===== config.mk =====
export PLATFORM = sky130hd
export DESIGN_NAME = irptc_mod_unit
export DESIGN_NICKNAME = d
export VERILOG_FILES = /design/src/hdl/irptc_pkg.sv /design/src/hdl/irptc_mod_unit.sv
export SDC_FILE = /design/constraint.sdc
export NUM_CORES = 1
export LEC_CHECK = 0
export ABC_AREA = 1
export BUFFER_PORTS_ARGS = -buffer_cell sky130_fd_sc_hd__buf_2
export CORE_ASPECT_RATIO = 0.7
export CORE_MARGIN = 10
export CORE_UTILIZATION = 45
export CTS_BUF_LIST = sky130_fd_sc_hd__clkbuf_2 sky130_fd_sc_hd__clkbuf_4 sky130_fd_sc_hd__clkbuf_8
export DETAILED_ROUTE_END_ITERATION = 8
export PLACE_DENSITY = 0.64
export SYNTH_ARGS = -nofsm -noshare
export SYNTH_HDL_FRONTEND = slang
export SYNTH_SLANG_ARGS = --single-unit

===== constraint.sdc =====
create_clock -name clk -period 5.6 [get_ports clk]
set_input_delay 0.28 -clock clk [delete_from_list [all_inputs] [get_ports clk]]
set_output_delay 0.28 -clock clk [all_outputs]
set_load 0.05 [all_outputs]

===== src/hdl/irptc_pkg.sv =====
// Shared types and codes of the rotate / pad / tile / crop image view.
// Depends on nothing; the remainder unit, the top level and the checker refer to it by scoped names.
`timescale 1ns / 1ps
`default_nettype none

package irptc_pkg;

    localparam int ROW_W = 16;
    localparam int PIX_W = 8;
    localparam int DIM_W = 9;
    localparam int ARG_W = 8;
    localparam int SIZE_W = 16;

    localparam logic [SIZE_W-1:0] SIZE_MAX = 16'hFFFF;

    typedef enum logic [2:0] {
        OP_CW   = 3'd0,
        OP_CCW  = 3'd1,
        OP_PAD  = 3'd2,
        OP_TILE = 3'd3,
        OP_CROP = 3'd4
    } op_t;

    typedef enum logic [1:0] {
        ST_OK      = 2'd0,
        ST_OUTSIDE = 2'd1,
        ST_INVALID = 2'd2
    } status_t;

    localparam logic MODE_WRITE = 1'b0;

    localparam logic [2:0] CFG_OPERATION  = 3'd0;
    localparam logic [2:0] CFG_IMAGE_ROWS = 3'd1;
    localparam logic [2:0] CFG_IMAGE_COLS = 3'd2;
    localparam logic [2:0] CFG_ARG_ROW    = 3'd3;
    localparam logic [2:0] CFG_ARG_COL    = 3'd4;
    localparam logic [2:0] CFG_ARG_HEIGHT = 3'd5;
    localparam logic [2:0] CFG_ARG_WIDTH  = 3'd6;
    localparam logic [2:0] CFG_PAD_VALUE  = 3'd7;

    typedef struct packed {
        logic             start;
        logic [ROW_W-1:0] dividend;
        logic [DIM_W-1:0] divisor;
    } mod_req_t;

    typedef struct packed {
        logic             done;
        logic [DIM_W-1:0] rem;
    } mod_rsp_t;

endpackage

`default_nettype wire


===== src/hdl/irptc_mod_unit.sv =====
// Iterative remainder unit: one compare-and-subtract per cycle.
// Depends on irptc_pkg. The dividend must be below divisor * 256.
`timescale 1ns / 1ps
`default_nettype none

module irptc_mod_unit (
    input  wire logic               clk,
    input  wire logic               rst_n,
    input  wire irptc_pkg::mod_req_t req,
    output irptc_pkg::mod_rsp_t     rsp
);

    logic [15:0] rem_reg, rem_next;
    logic [15:0] dsr_reg, dsr_next;
    logic [2:0]  cnt_reg, cnt_next;
    logic        busy_reg, busy_next;
    logic        done_reg, done_next;

    always_comb
    begin
        rem_next  = rem_reg;
        dsr_next  = dsr_reg;
        cnt_next  = cnt_reg;
        busy_next = busy_reg;
        done_next = 1'b0;
        if (req.start)
        begin
            rem_next  = req.dividend;
            dsr_next  = {req.divisor, 7'b0};
            cnt_next  = 3'd7;
            busy_next = 1'b1;
        end
        else if (busy_reg)
        begin
            // subtract the shifted divisor when it fits, then shift it down
            if (rem_reg >= dsr_reg)
            begin
                rem_next = rem_reg - dsr_reg;
            end
            dsr_next = dsr_reg >> 1;
            if (cnt_reg == 3'd0)
            begin
                busy_next = 1'b0;
                done_next = 1'b1;
            end
            else
            begin
                cnt_next = cnt_reg - 3'd1;
            end
        end
    end

    always_ff @(posedge clk or negedge rst_n)
    begin
        if (!rst_n)
        begin
            busy_reg <= 1'b0;
            done_reg <= 1'b0;
            cnt_reg  <= 3'd0;
        end
        else
        begin
            busy_reg <= busy_next;
            done_reg <= done_next;
            cnt_reg  <= cnt_next;
        end
    end

    always_ff @(posedge clk)
    begin
        rem_reg <= rem_next;
        dsr_reg <= dsr_next;
    end

    assign rsp.done = done_reg;
    assign rsp.rem  = rem_reg[8:0];

endmodule

`default_nettype wire


## Word level (Yosys, flattened, before mapping)

Index checks and enable logic that the tools add are counted.

| word-level totals | value |
|---|---|
| register bits | 37 |
| bits in latches | 0 |
| RAM bits | 0 |
| ROM bits | 0 |
| output and inout bits | 10 |
| word-level logic and storage cells | 29 |
| memories kept | 0 |

| cells by class | value |
|---|---|
| add/subtract/negate cells | 2 |
| multipliers | 0 |
| divide/modulo/power cells | 0 |
| $lt $le $gt $ge | 1 |
| equal/unequal tests | 1 |
| shifts and indexed selects | 0 |
| mux-type cells | 14 |
| bitwise gates (word level) | 0 |
| reduce and logical (&&, ||, !) cells | 5 |

Operator list:

| cell | count |
|---|---|
| 16-bit 2-to-1 mux | 5 |
| 16-bit >= comparator | 1 |
| 16-bit subtractor | 1 |
| 3-bit 2-to-1 mux | 3 |
| 1-bit 2-to-1 mux | 6 |
| 2-bit AND reduction | 2 |
| 2-bit nonzero test | 2 |
| 3-bit logical NOT | 1 |
| 3-bit by 1-bit subtractor with 3-bit output, second input constant | 1 |
| 2-bit != test, second input constant | 1 |

## Logic depth before layout (Yosys ltp)

Gate-level depths: netlist of run 1.

| logic depth | value |
|---|---|
| word-level depth | 4 |
| mapped depth | 13 |
| mapped depth without buffers | 13 |

## Least setup slack after synthesis of run 1

No wires, ideal clock.

| timing path | value |
|---|---|
| path kind | flip-flop to flip-flop |
| start point | register rem_reg[0] |
| end point | register rem_reg[0] (enable) |
| setup time | 389 ps |
| arrival | 1973 ps |
| data required time | 5211 ps |
| setup slack | 3238 ps |
| stages on the path, launching flop included | 13 |
| buffers on the path | 0 |
| clock period less this slack | 2362 ps |
| path through | edfxtp_1 -> inv_1 -> ha_1 -> inv_1 -> fa_1 -> nand2_1 -> nand2_2 -> nand3_1 -> nand2_2 -> nand2_1 -> nand3_1 -> nor2_1 -> nor2_1 |

| between the ends | value |
|---|---|
| word-level cells in the longest chain between the ends | 3 |

RTL lines:

| what | RTL line | RTL |
|---|---|---|
| start, declared | irptc_mod_unit.sv:13 | `logic [15:0] rem_reg, rem_next;` |
| start signal, assigned | irptc_mod_unit.sv:71 | `rem_reg <= rem_next;` |
| 16-bit >= comparator | irptc_mod_unit.sv:36 | `if (rem_reg >= dsr_reg)` |
| 2-bit nonzero test (no source line) | n/a |  |
| 2-bit AND reduction (no source line) | n/a |  |

No other way between the ends.
A chain may end at the register's enable or synchronous reset.

## Final worst setup path of run 1

| timing path | value |
|---|---|
| start point | register rem_reg[0] |
| end point | register rem_reg[5] (enable) |

The elaborated chain is that of the path after synthesis.

==> metrics.yaml, run 1 <==
die_x_um: 111
yosysSeqAreaShare: 0.388
min-delay-start: "req[10]"
maxCapViolCount: 0
cts_root_buffer: "clkbuf_8"
via_per_inst: 4.70
coreArea_um2: 5700
cts_resized: 0
rows: 23
ir_worst_vdd_v: 0.000228
path_class: "reg2reg"
finalCriticalPeriod_ps: 2530
required_ps: 5600
min-delay-path-class: "in2reg"
ys_ff_latch: 37
yosys_warnings: 0
clkPwrFrac: 0.171
clock_path_buffers: 2
max_slew_margin: 0.559
final_cell_mix: "nand2_1, inv_1, buf_2"
syn_area_um2: 2620
drt_iter0_markers: 93
setup_violations: 0
worstReg2RegEnd: "rem_reg[5]"
num_antenna_cells: 0
finalMaxSlewViolations: 0
cts_buffers: 5
drt-wirelength-per-cell_um: 12.9
drc: 0
dr.pass1.iters: 4
rsz0062_at_grt: "no"
clock_sinks: 37
fin_skew_ps: 8.18
layout_commonest_cell: "nand2_1"
fin_setup_tns_ps: 0
fmax_ghz: 0.395
async_flop_share: 0.135
cts_htree_levels: 2
hpwl_um: 4570
r2r-start: "rem_reg[0]"
antenna_found_initial: 0
dieArea_um2: 9320
tritoncts: "done"
r2r_slack_ps: 3070
area_delta_synth_final_pct: 12.3
cp-startpoint: "rem_reg[0]"
drive_gt1_frac: 0.175
synth_cells: 358
crit_fanout: 10
synth_edf_count: 25
io_buffer_count: 37
ant_nets: 0
start_util: 0.460
whs_path_depth: 3
intPower_mw: 0.879
hold_viol: 0
p_total_mw: 1.65
cp.arrival_ps: 2530
synth_flop_cell: "edfxtp_1"
grt_pass1_wl_um: 10100
p_seq_frac: 0.263
power.leakage_nw: 1.54
hold_buffers: 1
post_cts_buffers: 0
status: "finished clean"
p_sw_mw: 0.767
cp-start-kind: "flip-flop"
nets: 435
combPwrFrac: 0.566
cellPowerDensity_nw_per_um2: 560
synth_cell_types: 32
totalWireLength_um: 5960
grtUsageTotal: 0.130
reg2reg_depth: 13
swShare: 0.466
vias: 2183
fin_crit_sh: 0.452
avgSynthCellArea_um2: 7.32
gr-total-overflow: 0
endpoint_kind: "flip-flop"
tightest_slew_ps: 660
grt_max_degree: 34
synth_nets: 405
gp_congestion: 0.866
die_h_um: 83.8
clk_latency_ps: 300
timing.hold.worst_endpoint: "rem_reg[1]"
clk_pin_slew_ps: 80
grt_pass1_vias: 2157
io_pins: 38
[routing by layer]
metal,share of wire,track usage
met3,0.050,0.0388
met1,0.53,0.174
met2,0.41,0.195
met5,0,0
met4,0.0096,0.0384
[how the worst max path moves through the flow]
| stage | end | slack [ps] | cells past startpoint |
|---|---|---|---|
| 2_1_floorplan | rem_reg[0] | 3240 | 12 |
| 6_report | rem_reg[5] | 3070 | 13 |
| 3_3_place_gp | rem_reg[11] | 3160 | 13 |
| 3_5_place_dp | rem_reg[9] | 3060 | 13 |
| 5_1_grt | rem_reg[5] | 2830 | 13 |
| 4_1_cts | rem_reg[5] | 3010 | 13 |
[kinds of logic after synthesis]
logic type,count (synthesis),share of synthesized area
compound gates,33,0.0716
xor+xnor,1,0.00334
fa+ha+maj,19,0.0936
buf+inv,80,0.133
flops,37,0.388
simple gates,188,0.310
[metrics by stage]
stage | setup slack, ps | instances | cell area, µm² | util | hold WS (ps)
2_1_floorplan | 3240 | 358 | 2620 | - | -15.6
3_3_place_gp | 3160 | 455 | 2800 | 0.491 | 100
3_5_place_dp | 3060 | 455 | 2800 | 0.491 | 101
4_1_cts | 3010 | 464 | 2940 | 0.516 | 241
5_1_grt | 2830 | 464 | 2940 | 0.516 | 244
6_report | 3070 | 464 | 2940 | 0.516 | 246
[synthesized netlist by cell type, types with 2 or more instances]
master / instances / area (µm²)
buf_4: 11 / 82.6
dfxtp_1: 7 / 140
nor2_2: 2 / 12.5
edfxtp_1: 25 / 751
o21ai_0: 13 / 65.1
o22ai_1: 6 / 37.5
nor3_2: 2 / 20.0
o21ai_1: 3 / 15.0
nand2_1: 125 / 469
buf_2: 3 / 15.0
ha_1: 18 / 225
nor2_1: 17 / 63.8
nand2_2: 8 / 50.1
inv_2: 5 / 18.8
or2_1: 3 / 18.8
inv_1: 59 / 221
nand3_1: 20 / 100
a21oi_1: 9 / 45.0
dfrtp_1: 5 / 125
nand3b_1: 3 / 22.5
and2_1: 2 / 12.5
nand3_2: 2 / 20.0
[layout make-up]
cell class	count	area [µm²]
fillers	577	2760
multi-input cells	241	1250
flip-flops and latches	37	1020
inverters	64	240
repair buffers	39	203
well taps	75	93.8
clock buffers	5	68.8
clock inverters	3	65.1
[power by group through the flow]
stage | combinational [mW] | sequential (mW) | clock, mW
CTS | 0.943 | 0.433 | 0.285
global route | 1.07 | 0.445 | 0.297
floorplan | 0.781 | 0.431 | 0
detailed placement | 0.936 | 0.439 | 0
finish | 0.932 | 0.433 | 0.281
global placement | 0.921 | 0.435 | 0
[worst max-delay path: stages (launching register included)]
cell	delay (ps)
edfxtp_1	360
inv_1	50
ha_1	190
inv_1	100
fa_1	200
nand2_1	80
nand2_2	90
nand3_1	80
nand2_2	100
nand2_1	50
nand3_1	70
nor2_1	40
nor2_1	500
buf_4	320
Note: power is estimated with default switching activity, not from simulation.
==> run 2: changes to the inputs <==
==> constraint.sdc (replaced) <==
create_clock -name clk -period 2.4 [get_ports clk]
set_input_delay 0.12 -clock clk [delete_from_list [all_inputs] [get_ports clk]]
set_output_delay 0.12 -clock clk [all_outputs]
set_load 0.05 [all_outputs]
==> metrics.yaml, run 2 (synthesis gave the netlist of run 1 again) <==
status: "finished clean"
grt_max_degree: 31  # -8.8%
io_pins: 38  # unchanged
die_h_um: 83.8  # unchanged
final_cell_area_um2: 2950  # +0.30%
maxCapViolCount: 0  # unchanged
io_buffer_count: 37  # unchanged
gp_congestion: 0.842  # -2.8%
required_ps: 2450  # -3150 ps
dp.cells: 458  # +0.66%
cp-start-kind: "flip-flop"
grt_pass1_wl_um: 10000  # -0.42%
fin_skew_ps: 3.59  # -4.60 ps
fmax_ghz: 0.471  # +19%
cts_buffers: 5  # unchanged
critical-path-top-delay-family: "simple AND/OR/NAND/NOR gates"
cts_root_buffer: "clkbuf_8"
clk_pin_slew_ps: 80  # about the same
crit_fanout: 10  # unchanged
drive_gt1_frac: 0.181  # +0.00632
slowest_delay_ps: 400  # -100 ps
layout_commonest_cell: "nand2_1"
drt-wirelength-per-cell_um: 12.8  # -0.79%
vias: 2190  # +0.32%
num_antenna_cells: 0  # unchanged
cellPowerDensity_nw_per_um2: 1280  # +130%
cp.arrival_ps: 2170  # -360 ps
antenna_found_initial: 0  # unchanged
slowest_stage: "edfxtp_1"
grt_pass1_vias: 2192  # +1.6%
fin_crit_sh: 0.884  # +0.432
dpl_cell_area_um2: 2820  # +0.80%
coreArea_um2: 5700  # unchanged
cts_htree_levels: 2  # unchanged
dr.pass1.iters: 4  # unchanged
final_cell_mix: "nand2_1, inv_1, buf_2"
endpoint_kind: "flip-flop"
grtUsageTotal: 0.128  # -0.00160
nFillCells: 572  # -0.87%
clk_latency_ps: 300  # about the same
clock_path_buffers: 2  # unchanged
drt_iter0_markers: 100  # +7.5%
clock_sinks: 37  # unchanged
start_util: 0.460  # unchanged
dieArea_um2: 9320  # unchanged
fin_setup_tns_ps: 0  # unchanged
drc: 0  # unchanged
multi_input_area_um2: 1250  # unchanged
die_x_um: 111  # unchanged
finalCriticalPeriod_ps: 2120  # -412 ps
cp_num_buf_inv: 3  # unchanged
rows: 23  # unchanged
min-delay-path-class: "in2reg"
via_per_inst: 4.69  # -0.32%
gr-total-overflow: 0  # unchanged
final_cell_count_no_fill: 467  # +0.65%
p_total_mw: 3.77  # +130%
ir_worst_vdd_v: 0.000593  # +160%
area_delta_synth_final_pct: 12.6
power.leakage_nw: 1.55  # +0.22%
tritoncts: "done"
tightest_slew_ps: 682  # +22.6 ps
regArea_um2: 1020  # unchanged
rsz0062_at_grt: "no"
totalWireLength_um: 5960  # -0.15%
path_class: "reg2reg"
ant_nets: 0  # unchanged
finalMaxSlewViolations: 0  # unchanged
max_slew_margin: 0.545  # -0.0145
final_core_util: 0.518  # +0.00154
worstPathCellList: "inv_1, ha_1, inv_1, fa_1, nand2_1, nand2_2, nand3_1, nand2_2, nand2_1, nand3_1, nor2_1, nor2_1, buf_4"
hpwl_um: 4610  # +1.1%
nets: 438  # +0.69%
hold_viol: 0  # unchanged
setup_violations: 0  # unchanged
## run 2: cell type report
| cell class | instances | area share |
|---|---|---|
| multi-input combinational | 241 | 0.425 |
| clock buffer | 6 | 0.0280 |
| tap | 75 | 0.0318 |
| clock inverter | 2 | 0.0127 |
| timing repair buffer | 42 | 0.0763 |
| sequential | 37 | 0.344 |
| inverter | 64 | 0.0814 |
## run 2: worst paths after layout
path	to	cells after the start	from	slack, ps
setup / recovery	rem_reg[11]	13	rem_reg[0]	280
hold / removal	dsr_reg[15]	3	req[8]	80
setup reg to reg	rem_reg[11]	13	rem_reg[0]	280
hold reg to reg	dsr_reg[0]	2	dsr_reg[0]	480
max in group asynchronous	cnt_reg[1]	2	rst_n	2110
min in group asynchronous	done_reg	2	rst_n	160
## run 2: power breakdown
group / leakage (nW) / switching, mW / internal (mW)
Sequential: 0.376 / 0.0812 / 0.929
Combinational: 1.11 / 1.46 / 0.718
Clock: 0.0574 / 0.243 / 0.338
## run 2: repair_timing
item | 4_1_cts | 5_1_grt
hold endpoints to repair | 5 | 0
gates resized for setup | 0 | 0
setup buffers | 0 | 0
hold buffers | 1 | 0
## run 2: metrics by stage
step | hold slack (ps) | setup slack (ps)
CTS | 79.6 | 280
global placement | -59.8 | 350
floorplan | -176 | 38.4
finish | 81.2 | 278
detailed placement | -57.9 | 290
global route | 95.7 | 151
## run 2: worst reg2reg max path, stage by stage (launching register included)
cell	delay, ps
edfxtp_1	400
inv_1	70
ha_1	130
inv_1	70
fa_1	380
nand2_1	110
nand2_2	70
nand3_1	90
nand2_2	70
nand2_1	60
nand3_1	70
nor2_1	90
nor2_1	60
buf_4	200
## run 2: metal layers
layer	GRT usage	share of wire	up-vias
li1	-	-	1181
met1	0.172	0.52	962
met2	0.198	0.41	40
met3	0.0330	0.053	7
met4	0.0349	0.010	0
met5	0	0	-
